`src/hdl/rbcr_pkg.sv`:
```
// Package for the ring buffer chunk reserve/commit pointer manager.
// Holds the widths, operation and status codes and the structs shared by the
// calculation module and the top level. Depends on nothing.
package rbcr_pkg;

    localparam int CAP_W = 17;
    localparam int PTR_W = 16;
    localparam int LEN_W = 17;

    localparam logic [CAP_W-1:0] MAX_CAPACITY = 17'd65536;
    localparam logic [CAP_W-1:0] MIN_CAPACITY = 17'd1;

    typedef enum logic [2:0] {
        OP_REQ_READ     = 3'd0,
        OP_COMMIT_READ  = 3'd1,
        OP_REQ_WRITE    = 3'd2,
        OP_COMMIT_WRITE = 3'd3,
        OP_TERMINATE    = 3'd4
    } op_t;

    typedef enum logic [2:0] {
        ST_OK          = 3'd0,
        ST_ZERO_LENGTH = 3'd1,
        ST_TERMINATED  = 3'd2,
        ST_WOULD_BLOCK = 3'd3,
        ST_OVERRUN     = 3'd4
    } status_t;

    typedef struct packed {
        logic [CAP_W-1:0] capacity;
        logic [PTR_W-1:0] rd_ptr;
        logic [PTR_W-1:0] wr_ptr;
        logic             full;
        logic             stopped;
    } ring_state_t;

    typedef struct packed {
        status_t          status;
        logic [PTR_W-1:0] chunk_offset;
        logic [LEN_W-1:0] granted;
        logic [CAP_W-1:0] bytes_available;
        logic [CAP_W-1:0] bytes_free;
    } ring_result_t;

endpackage

```
`src/hdl/rbcr_calc.sv`:
```
// Combinational evaluation of one ring operation against the pointer state.
// Produces the result word and the next pointer state; uses rbcr_pkg.
module rbcr_calc
    import rbcr_pkg::*;
(
    input  logic [2:0]       req_type,
    input  logic [LEN_W-1:0] length,
    input  ring_state_t      state,
    output ring_result_t     result,
    output ring_state_t      state_next
);

    logic [CAP_W-1:0] avail;
    logic [CAP_W-1:0] room;
    logic [CAP_W-1:0] avail_new;
    logic [CAP_W-1:0] rd_to_wrap;
    logic [CAP_W-1:0] wr_to_wrap;
    logic [CAP_W:0]   rd_sum;
    logic [CAP_W:0]   wr_sum;
    logic [CAP_W:0]   rd_wrapped;
    logic [CAP_W:0]   wr_wrapped;
    logic             len_zero;

    function automatic logic [CAP_W-1:0] min3(
        input logic [CAP_W-1:0] a,
        input logic [CAP_W-1:0] b,
        input logic [CAP_W-1:0] c
    );
        logic [CAP_W-1:0] m;
        m = (a < b) ? a : b;
        return (m < c) ? m : c;
    endfunction

    always_comb
    begin
        if (state.rd_ptr == state.wr_ptr)
        begin
            avail = state.full ? state.capacity : '0;
        end
        else if (state.wr_ptr > state.rd_ptr)
        begin
            avail = {1'b0, state.wr_ptr} - {1'b0, state.rd_ptr};
        end
        else
        begin
            avail = {1'b0, state.wr_ptr} + state.capacity - {1'b0, state.rd_ptr};
        end
    end

    assign room       = state.capacity - avail;
    assign rd_to_wrap = state.capacity - {1'b0, state.rd_ptr};
    assign wr_to_wrap = state.capacity - {1'b0, state.wr_ptr};
    assign len_zero   = (length == '0);

    assign rd_sum = {2'b00, state.rd_ptr} + {1'b0, length};
    assign wr_sum = {2'b00, state.wr_ptr} + {1'b0, length};
    assign rd_wrapped = (rd_sum >= {1'b0, state.capacity}) ?
                        rd_sum - {1'b0, state.capacity} : rd_sum;
    assign wr_wrapped = (wr_sum >= {1'b0, state.capacity}) ?
                        wr_sum - {1'b0, state.capacity} : wr_sum;

    always_comb
    begin
        state_next            = state;
        result.status         = ST_OK;
        result.chunk_offset   = '0;
        result.granted        = '0;
        avail_new             = avail;

        unique case (req_type)
            OP_REQ_READ:
            begin
                if (len_zero)
                begin
                    result.status = ST_ZERO_LENGTH;
                end
                else if (state.stopped)
                begin
                    result.status = ST_TERMINATED;
                end
                else if (avail == '0)
                begin
                    result.status = ST_WOULD_BLOCK;
                end
                else
                begin
                    result.granted      = min3(avail, rd_to_wrap, length);
                    result.chunk_offset = state.rd_ptr;
                end
            end
            OP_COMMIT_READ:
            begin
                if (!len_zero)
                begin
                    if (avail < length)
                    begin
                        result.status = ST_OVERRUN;
                    end
                    else
                    begin
                        state_next.rd_ptr = rd_wrapped[PTR_W-1:0];
                        state_next.full   = 1'b0;
                        avail_new         = avail - length;
                    end
                end
            end
            OP_REQ_WRITE:
            begin
                if (len_zero)
                begin
                    result.status = ST_ZERO_LENGTH;
                end
                else if (state.stopped)
                begin
                    result.status = ST_TERMINATED;
                end
                else if (room == '0)
                begin
                    result.status = ST_WOULD_BLOCK;
                end
                else
                begin
                    result.granted      = min3(room, wr_to_wrap, length);
                    result.chunk_offset = state.wr_ptr;
                end
            end
            OP_COMMIT_WRITE:
            begin
                if (!len_zero)
                begin
                    if (room < length)
                    begin
                        result.status = ST_OVERRUN;
                    end
                    else
                    begin
                        state_next.wr_ptr = wr_wrapped[PTR_W-1:0];
                        state_next.full   = (room == length);
                        avail_new         = avail + length;
                    end
                end
            end
            OP_TERMINATE:
            begin
                state_next.stopped = 1'b1;
            end
            default:
            begin
                state_next = state;
            end
        endcase

        result.bytes_available = avail_new;
        result.bytes_free      = state.capacity - avail_new;
    end

endmodule

```
`src/hdl/ring_buffer_chunk_reserve_commit.sv`:
```
// A taken word is held in the input register; its result goes to the separate
// result register when the output advances. Throughput: one word per cycle when
// the receiver does not stall; a new word can still be taken while a result waits.
// The pointer update is a single compare-and-subtract wrap against the capacity.
// Reset: pointers, full and terminated flags cleared, capacity set to 65536.
// Top level of the ring pointer manager; uses rbcr_pkg and rbcr_calc.
module ring_buffer_chunk_reserve_commit
    import rbcr_pkg::*;
(
    input  logic             clk,
    input  logic             rst_n,
    input  logic             cfg_write_en,
    input  logic [CAP_W-1:0] cfg_write_data,
    input  logic             item_valid,
    output logic             item_stall,
    input  logic [2:0]       req_type,
    input  logic [LEN_W-1:0] length,
    output logic             result_valid,
    input  logic             result_stall,
    output logic [2:0]       status,
    output logic [PTR_W-1:0] chunk_offset,
    output logic [LEN_W-1:0] granted,
    output logic [CAP_W-1:0] bytes_available,
    output logic [CAP_W-1:0] bytes_free
);

    logic             in_valid_reg;
    logic [2:0]       in_type_reg;
    logic [LEN_W-1:0] in_len_reg;
    logic             out_valid_reg;
    ring_result_t     out_reg;
    ring_result_t     calc_result;
    ring_state_t      state_reg;
    ring_state_t      state_next;
    logic             advance;
    logic             item_take;
    logic [CAP_W-1:0] cap_clamped;

    assign advance    = !out_valid_reg || !result_stall;
    assign item_stall = in_valid_reg && !advance;
    assign item_take  = item_valid && !item_stall;

    always_comb
    begin
        if (cfg_write_data == '0)
        begin
            cap_clamped = MIN_CAPACITY;
        end
        else if (cfg_write_data > MAX_CAPACITY)
        begin
            cap_clamped = MAX_CAPACITY;
        end
        else
        begin
            cap_clamped = cfg_write_data;
        end
    end

    rbcr_calc u_calc (
        .req_type   (in_type_reg),
        .length     (in_len_reg),
        .state      (state_reg),
        .result     (calc_result),
        .state_next (state_next)
    );

    always_ff @(posedge clk or negedge rst_n)
    begin
        if (!rst_n)
        begin
            in_valid_reg  <= 1'b0;
            out_valid_reg <= 1'b0;
            state_reg     <= '{capacity: MAX_CAPACITY, rd_ptr: '0, wr_ptr: '0,
                               full: 1'b0, stopped: 1'b0};
        end
        else
        begin
            if (item_take)
            begin
                in_valid_reg <= 1'b1;
            end
            else if (advance)
            begin
                in_valid_reg <= 1'b0;
            end

            if (advance)
            begin
                out_valid_reg <= in_valid_reg;
            end

            if (cfg_write_en)
            begin
                state_reg.capacity <= cap_clamped;
                state_reg.rd_ptr   <= '0;
                state_reg.wr_ptr   <= '0;
                state_reg.full     <= 1'b0;
            end
            else if (advance && in_valid_reg)
            begin
                state_reg <= state_next;
            end
        end
    end

    always_ff @(posedge clk)
    begin
        if (item_take)
        begin
            in_type_reg <= req_type;
            in_len_reg  <= length;
        end
        if (advance && in_valid_reg)
        begin
            out_reg <= calc_result;
        end
    end

    assign result_valid    = out_valid_reg;
    assign status          = out_reg.status;
    assign chunk_offset    = out_reg.chunk_offset;
    assign granted         = out_reg.granted;
    assign bytes_available = out_reg.bytes_available;
    assign bytes_free      = out_reg.bytes_free;

`ifndef ASSERT_OFF
    a_ptr_in_range: assert property (@(posedge clk) disable iff (!rst_n)
        ({1'b0, state_reg.rd_ptr} < state_reg.capacity) &&
        ({1'b0, state_reg.wr_ptr} < state_reg.capacity))
        else $error("ring pointer at or beyond capacity");

    a_full_pointers_equal: assert property (@(posedge clk) disable iff (!rst_n)
        state_reg.full |-> (state_reg.rd_ptr == state_reg.wr_ptr))
        else $error("ring marked full with differing pointers");

    a_stopped_sticky: assert property (@(posedge clk) disable iff (!rst_n)
        !$fell(state_reg.stopped))
        else $error("terminated flag cleared without reset");

    a_grant_only_ok: assert property (@(posedge clk) disable iff (!rst_n)
        (out_valid_reg && (out_reg.granted != '0)) |-> (out_reg.status == ST_OK))
        else $error("chunk granted with a failing status");

    a_space_sum: assert property (@(posedge clk) disable iff (!rst_n)
        out_valid_reg |-> ((out_reg.bytes_available + out_reg.bytes_free)
                           == state_reg.capacity))
        else $error("filled and free space do not add up to capacity");
`endif

endmodule

```
`config.mk`:
```
export PLATFORM = sky130hd
export DESIGN_NAME = ring_buffer_chunk_reserve_commit
export DESIGN_NICKNAME = d
export VERILOG_FILES = /design/src/hdl/rbcr_pkg.sv /design/src/hdl/rbcr_calc.sv /design/src/hdl/ring_buffer_chunk_reserve_commit.sv
export SDC_FILE = /design/constraint.sdc
export NUM_CORES = 1
export LEC_CHECK = 0
export ABC_AREA = 1
export BUFFER_PORTS_ARGS = -buffer_cell sky130_fd_sc_hd__buf_4
export CAP_MARGIN = 15
export CORE_MARGIN = 3
export CORE_UTILIZATION = 50
export DETAILED_ROUTE_END_ITERATION = 16
export PLACE_DENSITY = 0.78
export SLEW_MARGIN = 20
export SYNTH_ARGS = -nofsm -noshare
export SYNTH_HDL_FRONTEND = slang
export SYNTH_SLANG_ARGS = --single-unit
```
`constraint.sdc`:
```
create_clock -name clk -period 7.6 [get_ports clk]
set_input_delay 0.38 -clock clk [delete_from_list [all_inputs] [get_ports clk]]
set_output_delay 0.38 -clock clk [all_outputs]
set_load 0.005 [all_outputs]
```
**Word-level counts from Yosys, hierarchy flattened**

Index checks and enable logic that the tools add are counted.

- Bits in registers: 143
- Output and inout bits: 72
- Input bits: 42

- Reduce and logical (&&, ||, !) cells: 22
- Mux-type cells: 48
- Magnitude comparators: 10
- Add/sub/neg operators: 13
- Eq/ne operators: 13
- Bitwise operators: 1

Operators by type and width:

| operator | number |
|---|---|
| two-way mux 17 bit | 15 |
| two-way mux 33 bit | 6 |
| less-than comparator 17 bit | 6 |
| two-way mux 16 bit | 6 |
| zero test 17 bit | 4 |
| case mux 33 bit (2 select lines) | 1 |
| subtractor 17 x 16 -> 17 bit | 3 |
| subtractor 17 bit | 3 |
| two-way mux 50 bit | 1 |
| adder 16 x 17 -> 18 bit | 2 |
| greater-or-equal comparator 18 x 17 -> 1 bit | 2 |
| two-way mux 34 bit | 1 |
| case mux 17 bit (2 select lines) | 1 |
| subtractor 16 bit | 2 |
| two-way mux 3 bit | 8 |
| adder 16 x 17 -> 17 bit | 1 |
| adder 17 bit | 1 |
| equality test 17 bit | 1 |
| > comparator 17 bit, second input constant | 1 |
| subtractor 16 x 16 -> 17 bit | 1 |
| equality test 16 bit | 1 |
| > comparator 16 bit | 1 |
| inequality test 3 bit, second input constant | 4 |
| case mux 3 bit (4 select lines) | 1 |
| other kinds (17) | 34 |

**Depth between registers and ports, before layout**

Gate-level depths: netlist (run 1).

- Word-level depth: 13
- Depth in mapped cells: 57

**Modules after synthesis**

Synthesis (run 1) repeated with hierarchy kept, for this count alone.

- Cells, all modules: 2880
- Area, all modules: 19979.2 µm²

By module, submodules not included:

| module | cells an instance | area each (µm²) | instances |
|---|---|---|---|
| rbcr_calc | 2556 | 15046.9 | 1 |
| ring_buffer_chunk_reserve_commit | 324 | 4932.2 | 1 |

**Worst setup path before layout (run 1)**

No wires, ideal clock.

- Path type: flip-flop to flip-flop
- Start point: register state_reg[35] in the netlist's numbering
- End point: register out_reg (netlist bit bytes_free[15]), data pin
- Stages on the path, launching flop included: 50
- Period minus slack after synthesis: 7.184 ns
- Data required time: 7.348 ns
- Library setup time: 0.252 ns
- Slack: 0.416 ns
- Arrival: 6.931 ns
- Path buffers: 0
- Path through: dfrtp_1 > inv_1 > fa_1 > inv_1 > ha_1 > nand3_1 > nand3_1 > nand2_1 > nand2_1 > nand2_1 > nand2_1 > nand4_1 > nand2_1 > nor2_4 > inv_1 > ha_1 > a21oi_1 > o21ai_0 > (+14 left out) > inv_1 > nand2_1 > nand2_1 > clkinv_1 > a21oi_1 > ha_1 > a31oi_1 > o211ai_1 > a21oi_1 > o21bai_1 > a21boi_0 > o21ai_0 > nand2_1 > nand2_1 > nand2_1 > nand2_1 > nand2_1 > nand2_1

RTL lines:

| item | RTL line | source |
|---|---|---|
| start: declaration | ring_buffer_chunk_reserve_commit.sv:33 | `ring_state_t state_reg;` |
| start signal: assignment | ring_buffer_chunk_reserve_commit.sv:73 | `state_reg <= '{capacity: MAX_CAPACITY, rd_ptr: '0, wr_ptr: '0,` |
| start signal: assignment | ring_buffer_chunk_reserve_commit.sv:101 | `state_reg <= state_next;` |
| end signal: assignment | ring_buffer_chunk_reserve_commit.sv:115 | `out_reg <= calc_result;` |
| end: declaration | ring_buffer_chunk_reserve_commit.sv:31 | `ring_result_t out_reg;` |

==> summary.txt, run 1 <==
Timing
  – Peak Freq: 138.2 MHz
  – Final period util: 95.24%
  – Clock skew: 0.01949 ns
  – Max Slew Vio Count: 0
  – Final Hold Fails: 2
  – Setup violations, final: 0
  – Slew Limit Headroom: 26.56%
  – Worst-Margin Slew: 1.100 ns
  – Fin Hold WS: -0.01174 ns
  – Tmin final: 7.238 ns
  – Unrepaired setup endpoints after global routing: yes

Place
  – GPL Wtd Cong: 1.083
  – IO Port Bufs: 113
  – Dpl cells: 3525
  – Hpwl dp: 68830 um

Logic synthesis
  – Netlist cell types: 55
  – Post-synth top flop: edfxtp_1
  – Post-Syn Area: 19020 um^2
  – Synth Instances: 2723
  – Async SR Flop Fraction: 37.06%
  – Post-synthesis sequential area ratio: 21.19%
  – Synth Area per Inst: 6.985 um^2
  – Synth warn: 0
  – Dominant cells by area after synthesis: ha_1 18%, edfxtp_1 14%, nand2_1 12%
  – Post-synth EDFFs: 90
  – Largest area contributor in the netlist: ha_1
  – Top-area cell type share of the netlist area: 18.16%
  – Syn_nets: 3068
  – #FFs+latches synth: 143

Finish
  – Finished Layout Cells: 3588
  – # fillers: 3400
  – Commonest non-fill, non-tap cell in the layout: nand2_1
  – Area of the multi-input gates: 13690 um^2
  – Max FFs per register: 51
  – Area delta synth->final: 23.26%
  – Register area: 4050 um^2
  – Layout cells sized above 1: 18.86%
  – Most frequent cells in the layout: 615 x nand2_1, 415 x inv_1, 371 x buf_4, 245 x ha_1, 234 x a21oi_1
  – Nets: 3412

Die
  – Initial Util: 51.34%
  – Rows: 70
  – Die width: 201.0 um
  – Full die area: 40420 um^2
  – Height of the die: 201.0 um
  – Core Area: 37050 um^2
  – Total I/O pin count: 114

CTS
  – CTS Sinks: 143
  – Clk_lat worst skew: 0.48 ns
  – Largest buffer count on any clock path: 2
  – H-tree levels: 4
  – CTS tree: built
  – CTS clk-pin slew, worst paths: 0.08 ns
  – Inserted Clock Buffers: 17
  – Clk root buf: clkbuf_16

Worst setup path
  – Slowest stage delay, CP: 0.57 ns
  – Top cell by count, worst path: nand2_1
  – Worst Path Class, Setup: reg2reg
  – Critical path fanouts, max: 12
  – CP Data Arrival Time: 7.46 ns
  – Endpoint class of the critical path: flop
  – Critical Path Start Type: flop
  – Slowest stage cell on the critical path: fa_1
  – Req. time, crit path: 7.82 ns

Detailed routing
  – Via count: 21120
  – DRT antenna net count: 0
  – Routed wire length: 84800 um
  – DR pass1 iterations: 6
  – Vias/cell: 5.887
  – DRT iter0 DRCs: 2003
  – WL/cell: 23.63 um
  – Drt drc: 0

Global routing
  – GR Util met2: 65.05%
  – Pin count of the biggest net entering global routing: 57
  – Most Crowded Layer GR: met2
  – Grt met1 use: 46.58%
  – GRT Residual Overflow: 0
  – Antenna violations before repair: 3
  – Number of global-route vias before repair: 20500
  – GR Util All Layers: 40.56%
  – Global-route wire length before repair: 123100 um
  – Met3 usage: 9.372%

Job
  – Max Cap Violations: 0

Outcome
  – Status: finished with violations
  – Failing checks: hold timing

Worst hold path
  – Hold Crit Class: in2async
==> worst max-delay path: cells and delay by family, from the launching register on <==
family	cells	cell delay (ns)
adders and majority gates	5	1.74
AOI/OAI and AO/OA	8	0.88
DFF	1	0.50
buffers and inverters	11	1.21
and+or+nand+nor	19	2.58
==> logic make-up after synthesis <==
kind of cell    Yosys count  share of synthesized area, %
fa+ha+maj               304                         21.05
simple gates           1060                         24.04
compound gates          593                         17.51
flops                   143                         21.19
buf+inv                 488                         9.999
xor+xnor                135                         6.217
==> Yosys cell counts (5+ instances only) <==
cell       count
nand3b_1       5
a31oi_1       14
inv_2          6
o221ai_1       6
fa_1          27
a211oi_1       9
buf_2         16
edfxtp_1      90
o21bai_1       7
nand3_1      166
nor4_1        13
inv_1        430
o31ai_1        8
nand2_2        7
ha_1         276
a21boi_0      13
or2_2          6
nor2_2         5
clkbuf_1      25
buf_6          6
dfrtp_1       52
o211ai_1      32
o21a_1        15
o2111ai_1      8
nor2_1       132
a21oi_1      255
nor2_4         5
a21o_1        13
o21ai_0      188
nand4_1       44
nand2_1      628
nor3_1        31
nand3_2        5
xnor2_1       41
o22ai_1       13
xor2_1        94
==> final timing paths <==
path | start | endpoint | slack (ns) | depth (start not counted)
worst max-delay path | state_reg[16] | granted[16] | 0.36 | 43
worst min-delay path | rst_n | state_reg[0] | -0.01 | 1
worst max register to register | state_reg[16] | granted[16] | 0.36 | 43
worst min register to register | in_valid_reg | result_valid | 0.50 | 2
max in group asynchronous | rst_n | state_reg[20] | 6.97 | 1
min in group clk | length[8] | in_len_reg[8] | 0.07 | 1
==> layout make-up <==
class,instances,share of cell area [%]
multi-input combinational,2092,58.40
sequential,143,17.28
timing repair buffer,374,12.04
inverter,439,7.056
tap,504,2.690
clock buffer,17,1.815
clock inverter,15,0.6885
antenna,4,0.04270
==> repair_timing <==
action | 4_1_cts | 5_1_grt
gates cloned | 0 | 1
pin swaps | 2 | 32
setup endpoints to repair | 4 | 27
resized for setup | 9 | 144
buffers inserted | 0 | 26
hold buffers | 0 | 0
==> per-layer routing <==
| layer | share of wire, % | vias up |
|---|---|---|
| li1 | - | 9860 |
| met1 | 36 | 9781 |
| met2 | 45 | 1157 |
| met3 | 10 | 322 |
| met4 | 9.2 | 2 |
| met5 | 0.013 | - |
==> through the flow <==
| step | TNS, ns | setup slack (ns) | utilization (%) | area, um^2 |
|---|---|---|---|---|
| after floorplan | 0 | 0.4165 | - | 19020 |
| after global placement | 0 | 0.08328 | 59.45 | 22030 |
| after detailed placement | -0.3107 | -0.1586 | 59.45 | 22030 |
| after CTS | 0 | 0.007254 | 61.09 | 22630 |
| after global routing | -0.4008 | -0.1175 | 63.25 | 23430 |
| final | 0 | 0.3617 | 63.28 | 23440 |
Power of run 1 is not shown: default switching activity piles up to over one toggle a cycle in this logic, so the estimate is an artifact.
==> run 2: changes to the inputs <==
- GPL_TIMING_DRIVEN: default -> 0
- TNS_END_PERCENT: default -> 50
==> summary.txt, run 2 (synthesis results as in run 1) <==
Die
  – Initial Util: 51.34% (unchanged)
  – Die width: 201.0 um (unchanged)
  – Height of the die: 201.0 um (unchanged)
  – Full die area: 40420 um^2 (unchanged)
  – Core Area: 37050 um^2 (unchanged)
  – Rows: 70 (unchanged)
  – Total I/O pin count: 114 (unchanged)

Finish
  – Layout cells sized above 1: 20.38% (was 18.86%)
  – Final core utilization: 63.65% (was 63.28%)
  – Nets: 3335 (was 3412)
  – # fillers: 3230 (was 3400)
  – Max FFs per register: 51 (unchanged)
  – Post-route cell area: 23580 um^2 (was 23440 um^2)
  – Most frequent cells in the layout: 598 x nand2_1, 383 x inv_1, 241 x buf_4, 231 x ha_1, 229 x a21oi_1 (was 615 x nand2_1, 415 x inv_1, 371 x buf_4, 245 x ha_1, 234 x a21oi_1)
  – Area of the multi-input gates: 14260 um^2 (was 13690 um^2)
  – Register area: 4088 um^2 (was 4050 um^2)
  – Area delta synth->final: 23.98% (was 23.26%)
  – Commonest non-fill, non-tap cell in the layout: nand2_1 (unchanged)
  – Finished Layout Cells: 3510 (was 3588)

Timing
  – Final Hold Fails: 0 (was 2)
  – Final period util: 99.44% (was 95.24%)
  – Clock skew: 0.01326 ns (was 0.01949 ns)
  – Slew Limit Headroom: 32.25% (was 26.56%)
  – Max Slew Vio Count: 0 (unchanged)
  – Worst-Margin Slew: 1.015 ns (was 1.100 ns)
  – Peak Freq: 132.3 MHz (was 138.2 MHz)
  – Setup violations, final: 0 (unchanged)
  – Tmin final: 7.557 ns (was 7.238 ns)

Worst setup path
  – R2r endpoint: bytes_free[15] (was granted[16])
  – R2r startpoint: state_reg[37] (was state_reg[16])
  – Slowest stage delay, CP: 0.54 ns (was 0.57 ns)
  – Slowest stage cell on the critical path: fa_1 (unchanged)
  – Top cell by count, worst path: nand2_1 (unchanged)
  – Endpoint class of the critical path: flop (unchanged)
  – CP Data Arrival Time: 7.79 ns (was 7.46 ns)
  – Critical Path Start Type: flop (unchanged)
  – Worst Path Class, Setup: reg2reg (unchanged)
  – R2R cell count: 47 (was 43)
  – Reg-to-reg setup timing slack: 0.04 ns (was 0.36 ns)
  – Req. time, crit path: 7.84 ns (was 7.82 ns)
  – Critical path fanouts, max: 6 (was 12)

Detailed routing
  – Drt drc: 0 (unchanged)
  – Vias/cell: 6.056 (was 5.887)
  – DRT iter0 DRCs: 2328 (was 2003)
  – DRT antenna net count: 0 (unchanged)
  – WL/cell: 23.05 um (was 23.63 um)
  – Via count: 21260 (was 21120)
  – Routed wire length: 80900 um (was 84800 um)
  – DR pass1 iterations: 6 (unchanged)

CTS
  – Clk_lat worst skew: 0.48 ns (about the same)
  – CTS Sinks: 143 (unchanged)
  – Inserted Clock Buffers: 17 (unchanged)
  – Clk root buf: clkbuf_16 (unchanged)
  – CTS tree: built (unchanged)
  – H-tree levels: 4 (unchanged)
  – Largest buffer count on any clock path: 2 (unchanged)
  – CTS clk-pin slew, worst paths: 0.07 ns (was 0.08 ns)

Place
  – GPL Wtd Cong: 1.084 (was 1.083)
  – IO Port Bufs: 113 (unchanged)
  – Hpwl dp: 61240 um (was 68830 um)
  – Dpl cells: 3343 (was 3525)
  – Placed cell areas: 20580 um^2 (was 22030 um^2)

Global routing
  – Global-route wire length before repair: 117800 um (was 123100 um)
  – GRT Residual Overflow: 0 (unchanged)
  – Pin count of the biggest net entering global routing: 54 (was 57)
  – Antenna violations before repair: 7 (was 3)
  – GR Util All Layers: 38.19% (was 40.56%)
  – Number of global-route vias before repair: 20000 (was 20500)

Outcome
  – Status: finished clean (was finished with violations)

Job
  – Max Cap Violations: 0 (unchanged)

Worst hold path
  – Hold Crit Class: in2reg (was in2async)
  – Hold Crit Depth: 1
  – Hold Crit Start: length[8]
  – Worst min-delay path endpoint: in_len_reg[8]
[run 2: cell types whose count changed in the layout (fill, tap and decap cells not counted), moves of 9 or more]
cell / delta
buf_2: +16
buf_4: -130
buf_6: +9
clkbuf_1: +17
clkinvlp_4: +24
dfrtp_1: -26
dfrtp_2: +24
ha_1: -14
ha_4: +16
inv_1: -32
nand2_1: -17
nand2_2: +13
nand3_1: -11
o21ai_0: -11
[run 2: metal layers]
layer	vias to the layer above	global-route usage [%]	wire, um	part of all wire, %
met2	1283	58.34	34710	43
met5	-	0	62	0.077
met1	9800	44.80	28950	36
li1	9711	-	-	-
met4	10	32.20	8373	10
met3	452	9.891	8812	11
[run 2: what timing repair did]
action | CTS | global route
cloned | 0 | 2
hold buffers | 1 | 0
resized for setup | 185 | 169
setup endpoints to repair | 53 | 27
buffers inserted | 59 | 71
pin swaps | 18 | 54
hold endpoints to repair | 2 | 0
[run 2: area by class of cell]
class	count	share of cell area, %
diodes	3	0.03184
plain buffers	48	1.268
clock buffers	19	1.969
clock inverters	13	0.4669
inverters	439	7.476
multi-input cells	2093	60.49
flip-flops and latches	143	17.34
well taps	504	2.674
repair buffers	248	8.288
[run 2: critical path: cells and delay by family, from the launching register on]
kind	cells	cell delay [ns]
buffers and inverters	10	1.08
XOR/XNOR	2	0.30
adder cells (fa/ha/maj)	5	1.75
flip-flops	1	0.39
AND/OR/NAND/NOR	21	2.05
AO/OA/AOI/OAI	9	1.75
[run 2: worst max-delay path by stage]
stage	startpoint	to	slack, ns	depth (start not counted)
global route	state_reg[15]	bytes_free[15]	-0.27	53
detailed placement	state_reg[35]	bytes_free[15]	-2.15	44
CTS	state_reg[33]	bytes_free[16]	0.0001	54
floorplan	state_reg[35]	bytes_free[15]	0.42	49
finish	state_reg[37]	bytes_free[15]	0.04	47
global placement	state_reg[35]	bytes_free[15]	-2.12	44
[run 2: stage by stage]
stage                     setup TNS, ns  setup slack [ns]  hold slack, ns
final                                 0           0.04259         0.07266
after global routing             -1.398           -0.2702         0.07123
after CTS                             0         0.0001421         0.05850
after detailed placement         -46.73            -2.153          0.4833
after global placement           -53.37            -2.121          0.4373
after floorplan                       0            0.4165         0.08441
Power of run 2 is left out for the same reason.
